--- src/sv/refraction_fresnel_unit_defines.svh ---
// ----------------------------------------------------------------------------
// refraction_fresnel_unit_defines.svh
// assertion macros shared by the refraction and fresnel unit
// ----------------------------------------------------------------------------
`ifndef REFRACTION_FRESNEL_UNIT_DEFINES_SVH
`define REFRACTION_FRESNEL_UNIT_DEFINES_SVH

// implication checked in the same cycle
`define RFU_ASSERT_IMP(lbl, ante, cons, msg) \
	lbl: assert property (@(posedge clk) disable iff (!arst_n) (ante) |-> (cons)) \
		else $error(msg);

// consequent checked a fixed number of cycles later
`define RFU_ASSERT_DLY(lbl, ante, dly, cons, msg) \
	lbl: assert property (@(posedge clk) disable iff (!arst_n) (ante) |-> ##dly (cons)) \
		else $error(msg);

`endif

--- src/sv/rfu_div.sv ---
// ----------------------------------------------------------------------------
// rfu_div
// pipelined restoring divider, q = floor(a * 2^QB / b) for a <= b
// ----------------------------------------------------------------------------
module rfu_div #(
	parameter int DW = 16,
	parameter int QB = 15,
	parameter int STEPS = 8
) (
	input  logic          clk,
	input  logic [DW-1:0] a,
	input  logic [DW-1:0] b,
	output logic [QB:0]   q
);

	localparam int NSTG = (QB + STEPS) / STEPS;

	logic [DW:0]   rem_s [NSTG];
	logic [DW-1:0] den_s [NSTG];
	logic [QB:0]   quo_s [NSTG];

	genvar g;
	for (g = 0; g < NSTG; g++) begin : g_stg
		logic [DW:0]   rem_in;
		logic [DW:0]   rem_nx;
		logic [DW-1:0] den_in;
		logic [QB:0]   quo_in;
		logic [QB:0]   quo_nx;

		if (g == 0) begin : g_first
			assign rem_in = {1'b0, a};
			assign den_in = b;
			assign quo_in = '0;
		end else begin : g_rest
			assign rem_in = rem_s[g-1];
			assign den_in = den_s[g-1];
			assign quo_in = quo_s[g-1];
		end

		// one quotient bit per step, msb first
		always_comb begin
			rem_nx = rem_in;
			quo_nx = quo_in;
			for (int t = 0; t < STEPS; t++) begin
				if (QB - g*STEPS - t >= 0) begin
					if (rem_nx >= {1'b0, den_in}) begin
						rem_nx = rem_nx - {1'b0, den_in};
						quo_nx[QB - g*STEPS - t] = 1'b1;
					end
					rem_nx = {rem_nx[DW-1:0], 1'b0};
				end
			end
		end

		always_ff @(posedge clk) begin
			rem_s[g] <= rem_nx;
			den_s[g] <= den_in;
			quo_s[g] <= quo_nx;
		end
	end

	assign q = quo_s[NSTG-1];

endmodule

--- config.mk ---
export PLATFORM = sky130hd
export DESIGN_NAME = rfu_div
export DESIGN_NICKNAME = d
export VERILOG_FILES = /design/src/sv/refraction_fresnel_unit_defines.svh /design/src/sv/rfu_div.sv
export SDC_FILE = /design/constraint.sdc
export NUM_CORES = 1
export LEC_CHECK = 0
export ABC_AREA = 0
export ABC_CLOCK_PERIOD_IN_PS = 23800
export BUFFER_PORTS_ARGS = -buffer_cell sky130_fd_sc_hd__buf_4
export CAP_MARGIN = 20
export CORE_MARGIN = 1.5
export CORE_UTILIZATION = 38
export DETAILED_ROUTE_END_ITERATION = 6
export REMOVE_ABC_BUFFERS = 1
export SETUP_SLACK_MARGIN = 0.05
export SYNTH_ARGS = -nofsm -noshare
export SYNTH_HDL_FRONTEND = slang
export SYNTH_SLANG_ARGS = --single-unit
--- constraint.sdc ---
create_clock -name clk -period 23.8 [get_ports clk]
set_input_delay 3.57 -clock clk [delete_from_list [all_inputs] [get_ports clk]]
set_output_delay 3.57 -clock clk [all_outputs]
set_load 0.005 [all_outputs]
Word level (Yosys, flattened, before mapping)
Memories as Yosys holds them, arrays and structs flattened.
Cells that the tools add are included.
{"block": "totals", "word_cells": 67, "in_bits": 33, "mem_bits_rw": 96, "reg_bits": 0, "output_inout_bits": 16, "mem_count": 3}
{"memory": "den_s", "depth": 2, "word_bits": 16, "read_ports": 1, "rd_ports_with_merged_regs": 0, "wr": 2, "line_no": "rfu_div.sv:19", "rtl": "logic [DW-1:0] den_s [NSTG];"}
{"memory": "quo_s", "depth": 2, "word_bits": 16, "read_ports": 2, "rd_ports_with_merged_regs": 0, "wr": 2, "line_no": "rfu_div.sv:20", "rtl": "logic [QB:0] quo_s [NSTG];"}
{"memory": "rem_s", "depth": 2, "word_bits": 16, "read_ports": 1, "rd_ports_with_merged_regs": 0, "wr": 2, "line_no": "rfu_div.sv:18", "rtl": "logic [DW:0] rem_s [NSTG];"}
{"block": "classes", "n_mux": 32, "add_sub_neg": 16, "magnitude_cmp": 16}
{"operator": "$mux 16", "count": 16}
{"operator": "$sub 16x16->16", "count": 16}
{"operator": "$ge 17x16->1", "count": 15}
{"operator": "$ge 16x16->1", "count": 1}
{"operator": "$mux 1", "count": 16}

Depth between registers and ports, before layout
An unclocked memory read counts as a cell.
{"block": "logic_depth", "word_depth": 17, "mapped_depth": 109, "depth_no_buf": 99}

Worst setup path after synthesis
OpenSTA, ideal clock, no wires.
{"block": "synth_timing", "kind": "input to register", "from": "input a[0]", "to": "memory rem_s[0][13] (netlist bit)", "setup_time_ns": 0.122, "cell_stages": 103, "arrival_time_ns": 22.901, "required_time_ns": 23.678, "path_buffers": 11, "slack_ns": 0.777, "path_cell_list": "inv_1 ha_1 inv_1 fa_1 a211oi_1 o21a_1 nor4_4 nor2_2 buf_1 nor2_1 a311oi_1 ha_1 a21oi_1 o21ai_0 or3_1 o211ai_1 a21oi_1 a21oi_2 [... 67 more ...] inv_4 clkbuf_1 nand2_1 o21ai_0 ha_1 a21boi_0 o21ai_0 a21boi_0 o21ai_0 a21o_1 a31oi_1 a41oi_1 a21oi_1 a31oi_1 o211ai_2 o21bai_4 inv_2 a221o_1"}
{"element": "start, declared", "line_no": "rfu_div.sv:11", "rtl": "input logic [DW-1:0] a,"}
{"element": "end, declared", "line_no": "rfu_div.sv:18"}

==> flow_summary.json <==
{
  "synth-xor-area-share_pct": 10.12,
  "yosys.area_share.adder_pct": 20.71,
  "postRouteAntennaNets": 0,
  "die-width_um": 201.5,
  "gp_congestion": 0.9623,
  "worstPathArrival_ps": 22870,
  "h-tree-depth": 2,
  "drc": 0,
  "synth_compound_area_share_pct": 27.90,
  "synth_area_sq_um": 14970,
  "stdcell_area_sq_um": 16810,
  "cts_root_buffer": "clkbuf_16",
  "cts_sinks": 56,
  "synth_mux_area_share_pct": 10.45,
  "ys_ff_latch": 56,
  "dp_hpwl_um": 41360,
  "coreArea_sq_um": 38740,
  "wl_um": 51360,
  "grt_pass1_wl_um": 79990,
  "synth_top_family_by_area": "compound AO/OA/AOI/OAI gates",
  "slowest_stage": "ha_2",
  "syn_inst": 1988,
  "final-setup-viol-count": 0,
  "synth_ff_type": "dfxtp_1",
  "ios": 49,
  "hp-class": "register to register",
  "rr_endpoint": "quo_s[0][16]",
  "placed_area_sq_um": 16310,
  "via_per_inst": 5.861,
  "cts.clk_slew.worst_paths_ps": 100,
  "rr_startpoint": "den_s[0][1]",
  "yosysUniqueCellTypes": 101,
  "cts_tree": "yes",
  "timing.fmax_ghz": 0.04424,
  "hold_violations": 0,
  "end_kind": "register",
  "fin_skew_ps": 14.71,
  "async_flop_share_pct": 0,
  "rows": 72,
  "avgSynthCellArea_sq_um": 7.531,
  "hold_depth": 0,
  "hold_buffers": 0,
  "worstPathRequired_ps": 24070,
  "drv_cap": 0,
  "min_from": "quo_s[0][13]",
  "start_util_pct": 38.65,
  "reg2regPathDepth": 102,
  "critPathKind": "input port to register",
  "vias": 15303,
  "grt_max_degree": 28,
  "clock_latency_ps": 340,
  "ys.warnings.count": 0,
  "layout.nets": 2371,
  "cts_buffers": 5,
  "yosys.area_share.simple_pct": 18.87,
  "grtUsageTotal_pct": 24.67,
  "max_stage_delay_ps": 460,
  "rrSetupSlack_ps": 1650,
  "clk_path_buf_depth": 2,
  "synth_edf_count": 0,
  "gr-total-overflow": 0,
  "die_area_sq_um": 40600,
  "crit_top_cell": "a21oi_1",
  "drtPass1Iterations": 5,
  "hold_end": "quo_s[0][29]",
  "outcome": "completed",
  "drv_slew": 0,
  "diodes": 0,
  "drt_iter0_markers": 941,
  "min_period_ps": 22600,
  "die_height_um": 201.5,
  "wl_per_cell_um": 19.67,
  "seq_area_frac_synth_pct": 7.488,
  "startpoint_type": "input port",
  "antenna_found_initial": 0,
  "layout-drive-gt1-share_pct": 15.67,
  "grt_pass1_vias": 14783,
  "worstMarginPinSlew_ps": 671.6,
  "portBuffers": 48,
  "period_share_pct": 94.97,
  "slew_headroom_pct": 55.03,
  "crit_fanout": 17,
  "synthToLayoutAreaGrowth_pct": 12.31
}
[critical path: cells and delay by family]
family / cells / cell delay (ps)
AOI/OAI and AO/OA: 46 / 9780
xor gates and xnor gates: 1 / 180
adders and majority gates: 8 / 2740
buffers and inverters: 13 / 1690
and+or+nand+nor: 19 / 3150
muxes: 7 / 1680
[cell usage after synthesis, drive strengths merged, types with 34 or more instances]
cell   instances  area [sq um]
a21o          87         653.1
ha           243          3040
mux2i         35         366.6
nor3          41         221.5
nand2        166         625.6
xor2          59         516.8
o21ai        122         610.6
inv          130         490.5
a21oi        185         929.6
nand3         42         210.2
o21a          46         345.3
nand4         34         225.2
mux2         106          1197
dfxtp         56          1121
nor2         145         563.0
xnor2        114         998.5
[placed cells by master (no fill, tap or decap), drive strengths merged, types with 15 or more instances in the layout]
cell      n
mux2i    35
o21bai   30
mux2    106
a211oi   18
and3     15
ha      243
nand2   166
nand4    34
xnor2   114
o21a     46
nor2b    24
nand3    42
a21o     87
buf     132
nor3     41
xor2     59
o21ai   122
o31ai    16
a21oi   185
dfxtp    56
a31oi    16
nor2    145
inv     129
nand2b   22
[per-layer routing]
| layer | track usage (%) | up-vias | routed length (um) | share of wire [%] |
|---|---|---|---|---|
| met5 | 0 | - | 0 | 0 |
| met4 | 10.23 | 0 | 2023 | 3.9 |
| met2 | 42.32 | 416 | 24330 | 47 |
| met1 | 31.35 | 7209 | 22700 | 44 |
| met3 | 2.624 | 87 | 2301 | 4.5 |
| li1 | - | 7591 | - | - |
[timing repair]
action,4_1_cts,5_1_grt
pin swaps,0,14
buffers inserted,0,19
cloned,0,1
setup endpoints to repair,1,18
gates resized for setup,1,54
[per-stage QoR]
stage                     cells  hold slack, ps  setup WS, ps  setup TNS (ps)  util, %
after floorplan            1952           309.6         247.2               0        -
after global placement     2583           318.2         202.3               0    42.11
after detailed placement   2583           313.5        -314.8           -1649    42.11
after CTS                  2591           333.4         56.63               0    42.49
after global routing       2611           347.1        -4.293          -4.293    43.41
final                      2611           333.3          1198               0    43.41
[cells by family after synthesis]
| kind of cell | after synthesis |
|---|---|
| flip-flops | 56 |
| XOR/XNOR | 173 |
| multiplexers | 141 |
| AND/OR/NAND/NOR | 569 |
| AO/OA/AOI/OAI | 635 |
| buffers and inverters | 168 |
| adder cells (fa/ha/maj) | 246 |
[cell type report]
class | count | area (sq um)
Clock inverter | 3 | 22.52
Multi-Input combinational cell | 1764 | 13370
Timing Repair Buffer | 132 | 1003
Timing Repair inverter | 1 | 7.507
Fill cell | 3959 | 21920
Clock buffer | 5 | 125.1
Inverter | 132 | 514.2
Tap cell | 518 | 648.1
Sequential cell | 56 | 1122
[sequential cells by signal, summed over array words and instances (netlist names)]
signal	flops
quo_s	24
den_s	16
rem_s	16
[how the worst max path moves through the flow]
stage	cells after the start	to	slack, ps	from
6_report	94	rem_s[0][14]	1200	b[9]
5_1_grt	97	rem_s[0][14]	-4	a[0]
4_1_cts	98	rem_s[0][2]	60	a[0]
3_5_place_dp	97	rem_s[0][2]	-310	a[0]
3_3_place_gp	97	rem_s[0][2]	200	a[0]
2_1_floorplan	96	rem_s[0][13]	250	a[0]
Power is left out: the tool's default activity adds up to more than one toggle a clock period on the data nets, which glitch-free logic cannot reach.
