==> config.mk <==
export PLATFORM = sky130hd
export DESIGN_NAME = rfu_isqrt
export DESIGN_NICKNAME = d
export VERILOG_FILES = /design/src/sv/refraction_fresnel_unit_defines.svh /design/src/sv/rfu_isqrt.sv
export SDC_FILE = /design/constraint.sdc
export NUM_CORES = 1
export LEC_CHECK = 0
export BUFFER_PORTS_ARGS = -buffer_cell sky130_fd_sc_hd__buf_2
export CAP_MARGIN = 20
export CELL_PAD_IN_SITES_DETAIL_PLACEMENT = 0
export CELL_PAD_IN_SITES_GLOBAL_PLACEMENT = 1
export CORE_ASPECT_RATIO = 1.2
export CORE_MARGIN = 2
export CORE_UTILIZATION = 48
export DETAILED_ROUTE_END_ITERATION = 8
export PLACE_DENSITY_LB_ADDON = 0.1
export SYNTH_ARGS = -nofsm -noshare
export SYNTH_HDL_FRONTEND = slang
export SYNTH_SLANG_ARGS = --single-unit
export TNS_END_PERCENT = 20
==> constraint.sdc <==
create_clock -name clk -period 19.8 [get_ports clk]
set_input_delay 3.96 -clock clk [delete_from_list [all_inputs] [get_ports clk]]
set_output_delay 3.96 -clock clk [all_outputs]
set_load 0.02 [all_outputs]
==> src/sv/refraction_fresnel_unit_defines.svh <==
// ----------------------------------------------------------------------------
// refraction_fresnel_unit_defines.svh
// assertion macros shared by the refraction and fresnel unit
// ----------------------------------------------------------------------------
`ifndef REFRACTION_FRESNEL_UNIT_DEFINES_SVH
`define REFRACTION_FRESNEL_UNIT_DEFINES_SVH

// implication checked in the same cycle
`define RFU_ASSERT_IMP(lbl, ante, cons, msg) \
	lbl: assert property (@(posedge clk) disable iff (!arst_n) (ante) |-> (cons)) \
		else $error(msg);

// consequent checked a fixed number of cycles later
`define RFU_ASSERT_DLY(lbl, ante, dly, cons, msg) \
	lbl: assert property (@(posedge clk) disable iff (!arst_n) (ante) |-> ##dly (cons)) \
		else $error(msg);

`endif

==> src/sv/rfu_isqrt.sv <==
// ----------------------------------------------------------------------------
// rfu_isqrt
// pipelined floor integer square root, one root bit per step
// ----------------------------------------------------------------------------
module rfu_isqrt #(
	parameter int XW = 33,
	parameter int RW = 17,
	parameter int STEPS = 6
) (
	input  logic          clk,
	input  logic [XW-1:0] x,
	output logic [RW-1:0] root
);

	localparam int NSTG = (RW + STEPS - 1) / STEPS;
	localparam int AW = 2 * RW + 1;

	logic [AW-1:0] rad_s [NSTG];
	logic [AW-1:0] res_s [NSTG];

	genvar g;
	for (g = 0; g < NSTG; g++) begin : g_stg
		logic [AW-1:0] rad_in;
		logic [AW-1:0] res_in;
		logic [AW-1:0] rad_nx;
		logic [AW-1:0] res_nx;
		logic [AW-1:0] bit_w;

		if (g == 0) begin : g_first
			assign rad_in = AW'(x);
			assign res_in = '0;
		end else begin : g_rest
			assign rad_in = rad_s[g-1];
			assign res_in = res_s[g-1];
		end

		// digit by digit, test bit falls by four each step
		always_comb begin
			rad_nx = rad_in;
			res_nx = res_in;
			bit_w = '0;
			for (int t = 0; t < STEPS; t++) begin
				if (g*STEPS + t < RW) begin
					bit_w = AW'(1) << (2 * (RW - 1 - g*STEPS - t));
					if (rad_nx >= res_nx + bit_w) begin
						rad_nx = rad_nx - (res_nx + bit_w);
						res_nx = (res_nx >> 1) + bit_w;
					end else begin
						res_nx = res_nx >> 1;
					end
				end
			end
		end

		always_ff @(posedge clk) begin
			rad_s[g] <= rad_nx;
			res_s[g] <= res_nx;
		end
	end

	assign root = RW'(res_s[NSTG-1]);

endmodule

# Word level (Yosys, flattened, before mapping)
# Memories as Yosys holds them, arrays and structs flattened.
# Index checks and enable logic that the tools add are counted.
# classes
order_cmp	17
n_mux	34
add_sub_neg	49
# op_table
cell	count
2-to-1 mux 35 bit	33
greater-or-equal comparator 35 bit	16
subtractor 35 bit	15
adder 34 x 1 -> 35 bit (second input constant)	1
adder 34 x 11 -> 35 bit (second input constant)	1
adder 34 x 13 -> 35 bit (second input constant)	1
adder 34 x 15 -> 35 bit (second input constant)	1
adder 34 x 17 -> 35 bit (second input constant)	1
adder 34 x 19 -> 35 bit (second input constant)	1
adder 34 x 21 -> 35 bit (second input constant)	1
adder 34 x 23 -> 35 bit (second input constant)	1
adder 34 x 25 -> 35 bit (second input constant)	1
adder 34 x 27 -> 35 bit (second input constant)	1
adder 34 x 29 -> 35 bit (second input constant)	1
adder 34 x 3 -> 35 bit (second input constant)	1
adder 34 x 5 -> 35 bit (second input constant)	1
adder 34 x 7 -> 35 bit (second input constant)	1
adder 34 x 9 -> 35 bit (second input constant)	1
adder 35 x 1 -> 35 bit (second input constant)	1
adder 35 x 11 -> 35 bit (second input constant)	1
adder 35 x 13 -> 35 bit (second input constant)	1
adder 35 x 15 -> 35 bit (second input constant)	1
adder 35 x 17 -> 35 bit (second input constant)	1
adder 35 x 19 -> 35 bit (second input constant)	1
other kinds (15)	15
# totals
reg_bits	0
word_cells	102
n_memories	2
input_bits	34
ramBits	210
# mem_list
memory	depth	word_bits	read_ports	rd_ports_with_merged_regs	write_ports	line_no	source
rad_s	3	35	2	0	3	rfu_isqrt.sv:18	logic [AW-1:0] rad_s [NSTG];
res_s	3	35	3	0	3	rfu_isqrt.sv:19	logic [AW-1:0] res_s [NSTG];

# Logic depth before layout (Yosys ltp)
# An unclocked memory read counts as a cell.
# logic_depth
word_depth	19
ltp_mapped	84
depth_no_buf	71

# Worst setup path after synthesis
# OpenSTA, ideal clock, no wires.
# synth_timing
kind	reg2reg
start	memory res_s[0][26] (netlist name)
end	memory rad_s[0][61] (netlist name)
arrival_ns	15.131
required_time_ns	19.686
path_buffers	13
setup_slack_ns	4.555
path_stages_with_launch	76
cell_sequence	dfxtp_1 > inv_1 > ha_1 > and4_1 > and4_2 > a31oi_4 > nand2_4 > clkbuf_1 > nor2_1 > a21oi_1 > ha_1 > clkbuf_1 > and4_1 > a21o_1 > o21a_1 > a211o_1 > nor2_1 > nand3_1 > [40 not listed] > a2111o_1 > o21ai_2 > or3_1 > buf_2 > inv_2 > buf_6 > clkbuf_1 > o21ai_0 > ha_1 > a21o_1 > a21o_1 > a21o_1 > a21o_1 > a21oi_1 > o22ai_1 > a21oi_1 > or4b_2 > a21o_1
# synth_lines
item	line_no
from (decl)	rfu_isqrt.sv:19
to (decl)	rfu_isqrt.sv:18

==> summary.md <==
| Metric | Value |
|---|---|
| Max clock buf depth | 2 |
| Final worst clock skew | ~0.022 ns |
| Cell Rows | 73 |
| Critical path startpoint category | flip-flop |
| Seq/Total Area, Yosys | a little over an eighth |
| Final period utilization | approximately 90% |
| Largest net degree at the start of global routing | 35 |
| Status | complete, no violations |
| Net Count, Synth | between 2000 and 2500 |
| Max Cap Viol | 0 |
| CP Class | flip-flop to flip-flop |
| Count of cell types in the netlist | 100 |
| Die height | 204 µm |
| Post-synth EDFFs | 0 |
| Clock Root Buffer | clkbuf_16 |
| DR vias | around 17000 |
| Most used cell, CP | a21o_1 |
| Post-synth top flop | dfxtp_1 |
| Max_slew headroom | between 20 and 25% |
| All-Layer GR Usage | 32.2% |
| Final min period | 18.28 ns |
| TritonRoute pass-1 iters | 6 |
| Synth Cell Area | 16000 µm² |
| TritonCTS Buffers | 9 |
| Initial antenna violation count | 0 |
| Post-route DRC | 0 |
| Die area | 34800 µm² |
| Type of the most critical hold path | flip-flop to flip-flop |
| CORE AREA | 33000 µm² |
| Fraction of registers with async set/reset | 0% |
| Fin. Hold Viols | 0 |
| Final Max Slew Viols | 0 |
| Leading area contributor after synthesis | ha_1 |
| Number of synthesis warnings | 0 |
| Share of the synthesized area in the top cell type | 13.7% |
| Finished Layout Cells | approximately 2700 |
| RSZ-0062 raised after global routing | no |
| ANT nets after route | 0 |
| Die Span X | 171 µm |
| Inst Count DP | 2668 |
| Vias in the first global route | between 15000 and 20000 |
| Worst-path maximum fanout | 23 |
| Effective utilization at floorplan | 48.4% |
| H-tree depth | 3 |
| Seq. cell area | roughly 2100 µm² |
| Synth top area cells | ha_1, dfxtp_1, xnor2_1 |
| Post_cts resized | 0 |
| Multi-input gate area | 13200 µm² |
| Hpwl dp | 45.9 mm |
| PortBufs | 50 |
| Worst EP required | 20.05 ns |
| Synth Register Bits | 105 |
| Number of DRC markers in iteration 0 | 1177 |
| Fraction of layout cells with a size suffix above 1 | 7.20% |
| Synth Area per Inst | between 7 and 8 µm² |
| Clock slew at reported path FFs | 0.09 ns |
| GRT overflow | 0 |
| CTS tree | yes |
| Setup Fix Bufs, Post-CTS | 0 |
| Fillers | between 3000 and 4000 |
| P&R area growth vs syn | 6.34% |
| Cells after Synth | between 2000 and 2500 |
| Data arrival time of the worst path | 18.53 ns |
| IO Pins | 51 |
| Placer Congestion | 0.941 |
| Critical path's largest stage delay | roughly 0.65 ns |
| Final net count | 2440 |
| Final setup violation count | 0 |
| Critical path's slowest cell | or4b_2 |
| CTS hold repair buffers | 0 |
| Final WL | approximately 56 mm |
| Measured slew at the worst slew-check pin | about 1.1 ns |
| Routed len/inst | 20.8 µm |
| Setup TNS | 0 ns |
| CP Capture Type | flip-flop |
| Clk sinks | 105 |
| R2r setup slk | roughly 1.5 ns |
| Clk_lat worst skew | 0.37 ns |
| N_diodes | 0 |
| Fmax | around 0.055 GHz |
| Vias per Instance | 6.21 |
| First-pass GRT wire length | just under 90 mm |
-- through the flow --
stage	area [µm²]	hold slack, ns	setup WS [ns]	utilization [%]
global placement	16600	0.332	1.90	50.5
finish	17000	0.336	1.52	51.5
global route	17000	0.347	0.396	51.5
detailed placement	16600	0.335	1.57	50.5
floorplan	16000	0.331	4.56	-
CTS	17000	0.341	1.50	51.4
-- layer usage --
metal	share of wire [%]	vias to the layer above	wire length, µm	global-route usage (%)
met3	3.5	155	1980	2.96
met1	40	7759	22500	36.4
met5	0	-	0	0
met2	50	519	28200	59.2
li1	-	8258	-	-
met4	5.8	0	3220	17.7
-- cell families (layout without fill, tap and decap cells) --
group,after synthesis,count (layout),share of synthesized area (%)
adders and majority gates,175,175,13.7
buffers and inverters,171,192,4.27
and+or+nand+nor,851,851,27.5
DFF,105,105,13.2
xor gates and xnor gates,192,192,10.5
AOI/OAI and AO/OA,686,686,28.4
muxes,35,35,2.39
-- path summary, 6_finish.rpt --
| path | startpoint | to | cells after the start |
|---|---|---|---|
| max | res_s[0][25]$_DFF_P_ | rad_s[0][61]$_DFF_P_ | 66 |
| min | res_s[0][26]$_DFF_P_ | res_s[0][55]$_DFF_P_ | 0 |
| max reg2reg | res_s[0][25]$_DFF_P_ | rad_s[0][61]$_DFF_P_ | 66 |
| min reg2reg | res_s[0][26]$_DFF_P_ | res_s[0][55]$_DFF_P_ | 0 |
-- cell usage after synthesis (all sizes together), types with 24 or more instances --
library cell	instances
nand2	171
o21a	42
o211ai	24
o21ai	132
nor4	38
inv	107
a21oi	191
o31ai	31
clkbuf	46
xor2	69
xnor2	123
ha	175
nand2b	37
nor2b	34
a21o	68
nor2	212
nand4	46
and3	37
or2	24
nor3	51
dfxtp	105
nand3	89
-- critical path, delay by kind of cell, from the launching register on --
kind / cells / cell delay, ns
muxes: 1 / 0.31
AOI/OAI and AO/OA: 28 / 7.03
and+or+nand+nor: 22 / 5.94
adders and majority gates: 6 / 2.25
buffers and inverters: 8 / 2.02
xor gates and xnor gates: 1 / 0.25
DFF: 1 / 0.32
-- placed cells by master, fill, tap and decap left out, types with 30 or more instances in the layout --
cell type and n:
nor2_1 212, a21oi_1 191, ha_1 175, nand2_1 170, o21ai_0 127, xnor2_1 123, dfxtp_1 105, inv_1 103
nand3_1 87, xor2_1 69, a21o_1 68, nor3_1 50, buf_2 50, nand4_1 46, o21a_1 41, and3_1 37
nand2b_1 37, nor4_1 35, nor2b_1 34, o31ai_1 30
-- cell type report --
cell class              instances  share of cell area [%]
repair buffers                 68                    2.37
multi-input cells            1939                    77.7
clock buffers                   9                    1.33
flip-flops and latches        105                    12.4
inverters                     108                    2.39
clock inverters                 7                   0.508
well taps                     450                    3.31
-- state kept, by name, summed over array words and instances, names as in the netlist --
name,count
res_s,35
rad_s,70
Power is left out: the tool's default activity adds up to more than one toggle a clock period on the data nets, which glitch-free logic cannot reach.
